**src/design/uwas_pkg.sv**
```systemverilog
`default_nettype none
package uwas_pkg;

    localparam int SensorCount = 4;
    localparam int UsPerCm = 58;
    localparam int NearWallCm = 10;
    localparam int CfgIdxW = 3;
    localparam int CfgDataW = 16;
    localparam int QueueDepth = 2;

    localparam logic [CfgIdxW-1:0] REG_RANGE_LIMIT = 3'd0;
    localparam logic [CfgIdxW-1:0] REG_SIDE_BIAS = 3'd1;
    localparam logic [CfgIdxW-1:0] REG_END_BIAS = 3'd2;
    localparam logic [CfgIdxW-1:0] REG_SIDE_BAND = 3'd3;
    localparam logic [CfgIdxW-1:0] REG_END_BAND = 3'd4;
    localparam logic [CfgIdxW-1:0] REG_PING_INTERVAL = 3'd5;
    localparam logic [CfgIdxW-1:0] REG_EVAL_INTERVAL = 3'd6;
    localparam logic [CfgIdxW-1:0] REG_DRIVE_INTERVAL = 3'd7;

    localparam logic [2:0] CMD_NONE = 3'd0;
    localparam logic [2:0] CMD_CW = 3'd1;
    localparam logic [2:0] CMD_CCW = 3'd2;
    localparam logic [2:0] CMD_LEFT = 3'd3;
    localparam logic [2:0] CMD_RIGHT = 3'd4;
    localparam logic [2:0] CMD_FORWARD = 3'd5;
    localparam logic [2:0] CMD_BACKWARD = 3'd6;
    localparam logic [2:0] CMD_STOP = 3'd7;

    localparam logic [1:0] PH_PARALLEL = 2'd0;
    localparam logic [1:0] PH_X = 2'd1;
    localparam logic [1:0] PH_Y = 2'd2;
    localparam logic [1:0] PH_DONE = 2'd3;

    typedef struct packed {
        logic       op_poll;
        logic [15:0] echo_us;
        logic [31:0] now_ms;
        logic       facing_front;
        logic [10:0] x_target;
        logic [10:0] y_target;
    } item_t;

    typedef struct packed {
        logic       trigger_fire;
        logic [1:0] trigger_sensor;
        logic [2:0] motor_command;
        logic       checkpoint_done;
        logic [1:0] phase_now;
    } result_t;

    typedef struct packed {
        logic [9:0]  range_limit;
        logic [7:0]  side_bias;
        logic [7:0]  end_bias;
        logic [7:0]  side_band;
        logic [7:0]  end_band;
        logic [15:0] ping_interval;
        logic [15:0] eval_interval;
        logic [15:0] drive_interval;
    } cfg_t;

    function automatic logic elapsed(input logic [31:0] now, input logic [31:0] last,
                                     input logic [15:0] period);
        logic [31:0] diff;
        diff = now - last;
        return diff >= {16'd0, period};
    endfunction

endpackage
`default_nettype wire

```
**src/design/uwas_cfg.sv**
```systemverilog
`default_nettype none
module uwas_cfg
    import uwas_pkg::*;
(
    input  wire logic                clk,
    input  wire logic                rst_n,
    input  wire logic                cfg_we,
    input  wire logic [CfgIdxW-1:0]  cfg_index,
    input  wire logic [CfgDataW-1:0] cfg_data,
    output cfg_t                     cfg
);

    cfg_t cfg_reg;

    always_ff @(posedge clk or negedge rst_n)
    begin
        if (!rst_n)
        begin
            cfg_reg.range_limit <= 10'd400;
            cfg_reg.side_bias <= 8'd0;
            cfg_reg.end_bias <= 8'd0;
            cfg_reg.side_band <= 8'd2;
            cfg_reg.end_band <= 8'd2;
            cfg_reg.ping_interval <= 16'd50;
            cfg_reg.eval_interval <= 16'd100;
            cfg_reg.drive_interval <= 16'd100;
        end
        else if (cfg_we)
        begin
            case (cfg_index)
                REG_RANGE_LIMIT: cfg_reg.range_limit <= cfg_data[9:0];
                REG_SIDE_BIAS: cfg_reg.side_bias <= cfg_data[7:0];
                REG_END_BIAS: cfg_reg.end_bias <= cfg_data[7:0];
                REG_SIDE_BAND: cfg_reg.side_band <= cfg_data[7:0];
                REG_END_BAND: cfg_reg.end_band <= cfg_data[7:0];
                REG_PING_INTERVAL: cfg_reg.ping_interval <= cfg_data;
                REG_EVAL_INTERVAL: cfg_reg.eval_interval <= cfg_data;
                REG_DRIVE_INTERVAL: cfg_reg.drive_interval <= cfg_data;
                default: ;
            endcase
        end
    end

    assign cfg = cfg_reg;

endmodule
`default_nettype wire

```
**src/design/uwas_queue.sv**
```systemverilog
`default_nettype none
module uwas_queue
    import uwas_pkg::*;
#(
    parameter int Width = 8,
    parameter int Depth = QueueDepth
)
(
    input  wire logic             clk,
    input  wire logic             rst_n,
    input  wire logic             wr,
    input  wire logic [Width-1:0] wdata,
    output logic                  full,
    input  wire logic             rd,
    output logic [Width-1:0]      rdata,
    output logic                  empty
);

    localparam int PtrW = (Depth > 1) ? $clog2(Depth) : 1;

    logic [Width-1:0] mem_reg [Depth];
    logic [PtrW-1:0] wptr_reg, rptr_reg;
    logic [PtrW:0] count_reg;
    logic do_wr, do_rd;

    assign full = count_reg == (PtrW+1)'(Depth);
    assign empty = count_reg == '0;
    assign do_wr = wr && !full;
    assign do_rd = rd && !empty;
    assign rdata = mem_reg[rptr_reg];

    always_ff @(posedge clk)
    begin
        if (do_wr)
        begin
            mem_reg[wptr_reg] <= wdata;
        end
    end

    always_ff @(posedge clk or negedge rst_n)
    begin
        if (!rst_n)
        begin
            wptr_reg <= '0;
            rptr_reg <= '0;
            count_reg <= '0;
        end
        else
        begin
            if (do_wr)
            begin
                wptr_reg <= (wptr_reg == PtrW'(Depth - 1)) ? '0 : wptr_reg + 1'b1;
            end
            if (do_rd)
            begin
                rptr_reg <= (rptr_reg == PtrW'(Depth - 1)) ? '0 : rptr_reg + 1'b1;
            end
            count_reg <= count_reg + (PtrW+1)'(do_wr) - (PtrW+1)'(do_rd);
        end
    end

    assert property (@(posedge clk) disable iff (!rst_n) full |-> !empty)
        else $error("queue full and empty together");
    assert property (@(posedge clk) disable iff (!rst_n)
        (do_wr && !do_rd) |=> count_reg == $past(count_reg) + 1'b1)
        else $error("queue count lost a write");
    assert property (@(posedge clk) disable iff (!rst_n)
        count_reg <= (PtrW+1)'(Depth))
        else $error("queue overfilled");

endmodule
`default_nettype wire

```
**src/design/uwas_exec.sv**
```systemverilog
`default_nettype none
module uwas_exec
    import uwas_pkg::*;
#(
    parameter int SENSOR_COUNT = SensorCount
)
(
    input  wire logic clk,
    input  wire logic rst_n,
    input  cfg_t      cfg,
    input  item_t     item,
    input  wire logic item_valid,
    output logic      item_take,
    output result_t   result,
    output logic      result_valid,
    input  wire logic result_full
);

    logic [3:0]  slot_reg, slot_next;
    logic [1:0]  sensor_reg, sensor_next;
    logic        await_reg, await_next;
    logic [15:0] echo_reg, echo_next;
    logic [9:0]  dist_reg [SENSOR_COUNT];
    logic [9:0]  dist_next [SENSOR_COUNT];
    logic [1:0]  phase_reg, phase_next;
    logic [31:0] spin_reg, spin_next, check_reg, check_next, motor_reg, motor_next;
    logic        done_reg, done_next;

    logic        fire;
    logic [2:0]  cmd;
    logic        done_pulse;
    logic [31:0] prod;
    logic [9:0]  cm;
    logic        cm_ok;
    logic [3:0]  slot_tmp;
    logic [9:0]  ysel;
    logic signed [12:0] x1, x2, y, xt, yt, xtol, ytol, d;
    logic        par, outx, outy, ylow, gate;

    assign item_take = item_valid && !result_full;

    // Division by 58 as a multiply by a scaled reciprocal; exact for 16-bit inputs.
    assign prod = echo_reg * 16'd36158;
    assign cm = prod[30:21];
    assign cm_ok = prod[31:21] <= {1'b0, cfg.range_limit};

    always_comb
    begin
        slot_next = slot_reg;
        sensor_next = sensor_reg;
        await_next = await_reg;
        echo_next = echo_reg;
        for (int i = 0; i < SENSOR_COUNT; i++)
        begin
            dist_next[i] = dist_reg[i];
        end
        phase_next = phase_reg;
        spin_next = spin_reg;
        check_next = check_reg;
        motor_next = motor_reg;
        done_next = done_reg;
        fire = 1'b0;
        cmd = CMD_NONE;
        done_pulse = 1'b0;
        slot_tmp = slot_reg;

        if (!item.op_poll)
        begin
            echo_next = item.echo_us;
            await_next = 1'b0;
        end
        else if (elapsed(item.now_ms, spin_reg, cfg.ping_interval))
        begin
            spin_next = item.now_ms;
            if (!await_reg)
            begin
                case (slot_reg)
                    4'd2:
                    begin
                        if (cm_ok) dist_next[0] = cm;
                    end
                    4'd4:
                    begin
                        if (cm_ok) dist_next[1] = cm;
                        if (item.facing_front) slot_tmp = 4'd6;
                    end
                    4'd6:
                    begin
                        if (cm_ok) dist_next[2] = cm;
                        slot_tmp = 4'd1;
                    end
                    4'd8:
                    begin
                        if (cm_ok) dist_next[3] = cm;
                        slot_tmp = 4'd1;
                    end
                    default: ;
                endcase
                slot_next = slot_tmp + 4'd1;
                case (slot_next)
                    4'd2: sensor_next = 2'd0;
                    4'd4: sensor_next = 2'd1;
                    4'd6: sensor_next = 2'd2;
                    4'd8: sensor_next = 2'd3;
                    default: ;
                endcase
                await_next = 1'b1;
                fire = 1'b1;
            end
        end

        // The evaluation sees any reading stored by this same poll.
        ysel = item.facing_front ? dist_next[3] : dist_next[2];
        x1 = 13'(dist_next[0]) + 13'(cfg.side_bias);
        x2 = 13'(dist_next[1]) + 13'(cfg.side_bias);
        y = 13'(ysel) + 13'(cfg.end_bias);
        xt = 13'(item.x_target);
        yt = 13'(item.y_target);
        xtol = 13'(cfg.side_band);
        ytol = 13'(cfg.end_band);
        d = x1 - x2;
        par = (d <= xtol) && (d >= -xtol);
        outx = (x1 < xt - xtol) || (x1 > xt + xtol);
        outy = (y < yt - ytol) || (y > yt + ytol);
        ylow = y < yt - ytol;
        gate = elapsed(item.now_ms, motor_reg, cfg.drive_interval);

        if (item.op_poll && elapsed(item.now_ms, check_reg, cfg.eval_interval))
        begin
            check_next = item.now_ms;
            done_next = 1'b0;
            if (dist_next[0] != '0 && dist_next[1] != '0 && ysel != '0)
            begin
                case (phase_reg)
                    PH_PARALLEL:
                    begin
                        if (gate)
                        begin
                            motor_next = item.now_ms;
                            if (!par) cmd = (x1 > x2) ? CMD_CW : CMD_CCW;
                            else phase_next = PH_X;
                        end
                    end
                    PH_X:
                    begin
                        if (gate)
                        begin
                            motor_next = item.now_ms;
                            if (outx)
                            begin
                                if (x1 < 13'(NearWallCm)) cmd = CMD_RIGHT;
                                else cmd = (x1 < xt - xtol) ? CMD_LEFT : CMD_RIGHT;
                            end
                            else
                            begin
                                phase_next = par ? PH_Y : PH_PARALLEL;
                            end
                        end
                    end
                    PH_Y:
                    begin
                        if (outy)
                        begin
                            if (gate)
                            begin
                                motor_next = item.now_ms;
                                if (item.facing_front) cmd = ylow ? CMD_BACKWARD : CMD_FORWARD;
                                else cmd = ylow ? CMD_FORWARD : CMD_BACKWARD;
                            end
                        end
                        else if (!outx && par)
                        begin
                            motor_next = item.now_ms;
                            cmd = CMD_STOP;
                            phase_next = PH_DONE;
                            done_next = 1'b1;
                            done_pulse = 1'b1;
                        end
                        else if (gate)
                        begin
                            motor_next = item.now_ms;
                            phase_next = PH_PARALLEL;
                        end
                    end
                    default: ;
                endcase
            end
        end
    end

    always_ff @(posedge clk or negedge rst_n)
    begin
        if (!rst_n)
        begin
            slot_reg <= '0;
            sensor_reg <= '0;
            await_reg <= 1'b0;
            echo_reg <= '0;
            for (int i = 0; i < SENSOR_COUNT; i++)
            begin
                dist_reg[i] <= '0;
            end
            phase_reg <= PH_PARALLEL;
            spin_reg <= '0;
            check_reg <= '0;
            motor_reg <= '0;
            done_reg <= 1'b0;
        end
        else if (item_take)
        begin
            slot_reg <= slot_next;
            sensor_reg <= sensor_next;
            await_reg <= await_next;
            echo_reg <= echo_next;
            for (int i = 0; i < SENSOR_COUNT; i++)
            begin
                dist_reg[i] <= dist_next[i];
            end
            phase_reg <= phase_next;
            spin_reg <= spin_next;
            check_reg <= check_next;
            motor_reg <= motor_next;
            done_reg <= done_next;
        end
    end

    assign result_valid = item_take;
    assign result.trigger_fire = fire;
    assign result.trigger_sensor = sensor_next;
    assign result.motor_command = cmd;
    assign result.checkpoint_done = done_pulse;
    assign result.phase_now = phase_next;

    assert property (@(posedge clk) disable iff (!rst_n)
        (item_take && done_pulse) |=> phase_reg == PH_DONE && done_reg)
        else $error("done pulse without done phase");
    assert property (@(posedge clk) disable iff (!rst_n)
        phase_reg == PH_DONE |=> phase_reg == PH_DONE)
        else $error("left done phase");
    assert property (@(posedge clk) disable iff (!rst_n)
        (item_take && fire) |=> await_reg)
        else $error("trigger without awaiting echo");

endmodule
`default_nettype wire

```
**src/design/ultrasonic_wall_alignment_sequencer.sv**
```systemverilog
// Wall-alignment sequencer for four ultrasonic sensors. Push echo events and poll
// events; each accepted item yields exactly one result with trigger, motor command,
// done pulse and phase. An input queue decouples the front from the execution unit,
// which retires one item per cycle, and a result queue holds results until popped,
// so the sustained rate is one item per clock while the result side keeps up. An item
// is stored in the input queue and then in the result queue before it reaches the result ports.
`default_nettype none
module ultrasonic_wall_alignment_sequencer
    import uwas_pkg::*;
#(
    parameter int SENSOR_COUNT = SensorCount
)
(
    input  wire logic                clk,
    input  wire logic                rst_n,
    input  wire logic                cfg_we,
    input  wire logic [CfgIdxW-1:0]  cfg_index,
    input  wire logic [CfgDataW-1:0] cfg_data,
    input  wire logic                push,
    output logic                     full,
    input  wire logic                operation,
    input  wire logic [15:0]         echo_us,
    input  wire logic [31:0]         now_ms,
    input  wire logic                facing_front,
    input  wire logic [10:0]         x_target,
    input  wire logic [10:0]         y_target,
    output logic                     empty,
    input  wire logic                pop,
    output logic                     trigger_fire,
    output logic [1:0]               trigger_sensor,
    output logic [2:0]               motor_command,
    output logic                     checkpoint_done,
    output logic [1:0]               phase_now
);

    cfg_t    cfg;
    item_t   in_item, q_item;
    result_t res, out_res;
    logic    q_empty, take, res_valid, res_full;

    assign in_item = '{op_poll: operation, echo_us: echo_us, now_ms: now_ms,
                       facing_front: facing_front, x_target: x_target,
                       y_target: y_target};

    uwas_cfg u_cfg (
        .clk(clk), .rst_n(rst_n), .cfg_we(cfg_we), .cfg_index(cfg_index),
        .cfg_data(cfg_data), .cfg(cfg)
    );

    uwas_queue #(.Width($bits(item_t)), .Depth(QueueDepth)) u_inq (
        .clk(clk), .rst_n(rst_n), .wr(push), .wdata(in_item), .full(full),
        .rd(take), .rdata(q_item), .empty(q_empty)
    );

    uwas_exec #(.SENSOR_COUNT(SENSOR_COUNT)) u_exec (
        .clk(clk), .rst_n(rst_n), .cfg(cfg), .item(q_item), .item_valid(!q_empty),
        .item_take(take), .result(res), .result_valid(res_valid),
        .result_full(res_full)
    );

    uwas_queue #(.Width($bits(result_t)), .Depth(QueueDepth)) u_outq (
        .clk(clk), .rst_n(rst_n), .wr(res_valid), .wdata(res), .full(res_full),
        .rd(pop), .rdata(out_res), .empty(empty)
    );

    assign trigger_fire = out_res.trigger_fire;
    assign trigger_sensor = out_res.trigger_sensor;
    assign motor_command = out_res.motor_command;
    assign checkpoint_done = out_res.checkpoint_done;
    assign phase_now = out_res.phase_now;

endmodule
`default_nettype wire
```
**config.mk**
```make
export PLATFORM = sky130hd
export DESIGN_NAME = ultrasonic_wall_alignment_sequencer
export DESIGN_NICKNAME = d
export VERILOG_FILES = /design/src/design/uwas_pkg.sv /design/src/design/uwas_cfg.sv /design/src/design/uwas_queue.sv /design/src/design/uwas_exec.sv /design/src/design/ultrasonic_wall_alignment_sequencer.sv
export SDC_FILE = /design/constraint.sdc
export NUM_CORES = 1
export LEC_CHECK = 0
export BUFFER_PORTS_ARGS = -buffer_cell sky130_fd_sc_hd__buf_4
export CAP_MARGIN = 25
export CORE_MARGIN = 2
export CORE_UTILIZATION = 50
export DETAILED_ROUTE_END_ITERATION = 6
export PLACE_DENSITY = 0.64
export SYNTH_ARGS = -nofsm -noshare
export SYNTH_HDL_FRONTEND = slang
export SYNTH_SLANG_ARGS = --single-unit
```
**constraint.sdc**
```tcl
create_clock -name clk -period 24.7 [get_ports clk]
set_clock_uncertainty 0.15 [all_clocks]
set_input_delay 1.235 -clock clk [delete_from_list [all_inputs] [get_ports clk]]
set_output_delay 1.235 -clock clk [all_outputs]
set_load 0.005 [all_outputs]
```
==> results.py <==
metrics = {
    "synthesis": {
        "post_synth_instance_area_mm2": 0.0320,
        "synth_warnings": 0,
        "ys.flop_type": "dfrtp_1",
        "synth_top_area_cell": "dfrtp_1",
        "synth_top_area_frac": 0.191,
        "synthCells": 3223,
        "ys_ff_latch": 421,
        "synth_cell_types": 96,
        "async_reset_ff_frac": 0.615,
        "synthTopCellsByArea": "dfrtp_1 19%, ha_1 16%, edfxtp_1 15%, mux2_2 5.7%, fa_1 5.7%",
        "synth_edf_count": 162,
        "syn_nets": 3810,
        "synth-seq-area-share": 0.355,
        "avgSynthCellArea_um2": 9.94,
    },
    "cts": {
        "cts_resized": 0,
        "cts_max_level": 2,
        "clkTransAtPathRegs_ns": 0.06,
        "postCtsSetupBuffers": 0,
        "insertion_delay_ns": 0.61,
        "clk_path_buf_depth": 3,
        "cts.sinks": 421,
        "tritoncts": "done",
        "cts_made_buffers": 48,
        "cts_root_buffer": "clkbuf_16",
        "hold_buffers": 0,
    },
    "floorplanning": {
        "dieArea_mm2": 0.0661,
        "core_mm2": 0.0632,
        "die_h_um": 257,
        "initial_core_util": 0.507,
        "die_w_um": 257,
        "placementRows": 92,
        "io_pins": 107,
    },
    "setup_path": {
        "crit_required_ns": 25.05,
        "end_kind": "register",
        "cp_common_cell": "inv_1",
        "cp_data_arrival_time_ns": 15.21,
        "crit_type": "reg2reg",
        "slowest_stage": "fa_1",
        "critPathMaxStageDelay_ns": 0.61,
        "cp_max_fo": 32,
        "crit_path_start_kind": "register",
    },
    "drt": {
        "via_count": 23500,
        "post-route-drc-count": 0,
        "wl_per_cell_um": 18.0,
        "totalWireLength_um": 76200,
        "firstDrtPassIters": 6,
        "drt_iter0_drc": 1243,
        "via_per_inst": 5.56,
        "antenna_left": 0,
    },
    "grt": {
        "grt_pass1_vias": 23700,
        "track_usage": 0.231,
        "overflow": 0,
        "grt_max_degree": 93,
        "grt_pass1_wl_um": 124000,
        "antenna_found_initial": 1,
    },
    "sta": {
        "relSlewSlack": 0.332,
        "worst_slew_pin_slew_ns": 0.996,
        "fmax_ghz": 0.0673,
        "fin_setup_tns_ns": 0,
        "period_needed_ns": 14.86,
        "grt_setup_unrepaired": "false",
        "fin_crit_sh": 0.602,
        "setup-violations-final": 0,
        "hold_viol": 0,
        "slew_viol_final": 0,
    },
    "placement": {
        "io_buffer_count": 106,
        "hpwl_um": 58800,
        "gp_congestion": 0.949,
    },
    "cells_and_area": {
        "nNetsFinal": 3928,
        "nFillCells": 5547,
        "drive_gt1_frac": 0.130,
        "area_delta_synth_final_pct": 11.0,
        "largest_reg_flops": 144,
        "register_area_mm2": 0.0114,
        "final_cell_mix": "416 x inv_1, 400 x ha_1, 244 x dfrtp_1, 232 x nand2_1, 200 x a21oi_1",
        "final_util": 0.563,
        "multi_input_area_mm2": 0.0188,
        "diodes": 0,
        "final_common_cell": "inv_1",
    },
    "worst_hold_path": {
        "hold_class": "reg2reg",
    },
    "outcome": {
        "outcome": "finished clean",
    },
    "flow_run": {
        "maxCapViolCount": 0,
    },
}
## cell families (layout without fill, tap and decap cells)
logic type               count (synthesis)  after routing  synth area share
XOR/XNOR                               170            170            0.0474
AO/OA/AOI/OAI                          691            691             0.136
flip-flops                             421            421             0.355
multiplexers                           244            244            0.0836
AND/OR/NAND/NOR                        717            717             0.106
adder cells (fa/ha/maj)                494            494             0.214
buffers and inverters                  486            644            0.0579
## worst max-delay path: cells and delay by family (launching register included)
family | cells | cell delay (ns)
adders and majority gates | 11 | 4.45
DFF | 1 | 0.57
buffers and inverters | 11 | 1.31
muxes | 1 | 0.39
AOI/OAI and AO/OA | 18 | 4.73
xor gates and xnor gates | 1 | 0.32
and+or+nand+nor | 11 | 2.72
## synthesized netlist by cell type (6+ instances only)
master and instances:
inv_1 416, ha_1 400, dfrtp_1 245, nand2_1 232
a21oi_1 200, nor2_1 196, o21ai_0 189, edfxtp_1 162
mux2_2 162, xnor2_1 113, fa_1 91, a21o_1 68
clkbuf_1 55, mux2i_1 54, xor2_1 54, nand3_1 43
nor3_1 39, o21a_1 36, nand2b_1 33, o21bai_1 33
nor2b_1 32, nand4_1 30, mux2_1 28, a31oi_1 26
and3_1 19, or3_1 19, and2_1 17, o211ai_1 17
dfstp_2 14, nor4_1 14, a211oi_1 13, a31o_2 8
or2_2 8, a2111oi_0 7, a211o_1 7, buf_2 7
o21ai_1 7, o31ai_1 6
## per-layer routing
metal | routed length (µm) | track usage | vias to the layer above
met4 | 2120 | 0.0696 | 0
met5 | 0 | 0 | -
met2 | 36800 | 0.396 | 455
met1 | 34400 | 0.309 | 11400
li1 | - | - | 11500
met3 | 2910 | 0.0235 | 119
## stage by stage
step | hold slack (ns) | instances | instance area [µm²] | setup WS [ns]
final | 0.330 | 4227 | 35600 | 9.84
after global routing | 0.345 | 4227 | 35600 | 8.75
after CTS | 0.332 | 4222 | 35500 | 9.90
after detailed placement | 0.313 | 4132 | 33800 | 9.94
after global placement | 0.306 | 4131 | 33800 | 10.31
after floorplan | 0.289 | 3223 | 32000 | 11.83
## area by class of cell
| class | count | share of cell area |
|---|---|---|
| Sequential cell | 421 | 0.320 |
| Clock buffer | 58 | 0.0362 |
| Tap cell | 846 | 0.0298 |
| Clock inverter | 32 | 0.00940 |
| Inverter | 417 | 0.0440 |
| Timing Repair Buffer | 137 | 0.0307 |
| Multi-Input combinational cell | 2316 | 0.530 |
## final timing paths
path	start	to	slack [ns]	depth (start not counted)
hold / removal	u_exec.sensor_reg[0]	u_exec.sensor_reg[0]	0.33	2
setup reg to reg	u_exec.echo_reg[8]	u_exec.motor_reg[6]	9.84	53
setup / recovery	u_exec.echo_reg[8]	u_exec.motor_reg[6]	9.84	53
min in group asynchronous	rst_n	u_exec.check_reg[16]	0.48	1
hold reg to reg	u_exec.sensor_reg[0]	u_exec.sensor_reg[0]	0.33	2
max in group asynchronous	rst_n	u_inq.rptr_reg	21.83	3
Power is not shown: default switching activity piles up to over one toggle a cycle in this logic, so the estimate is an artifact.
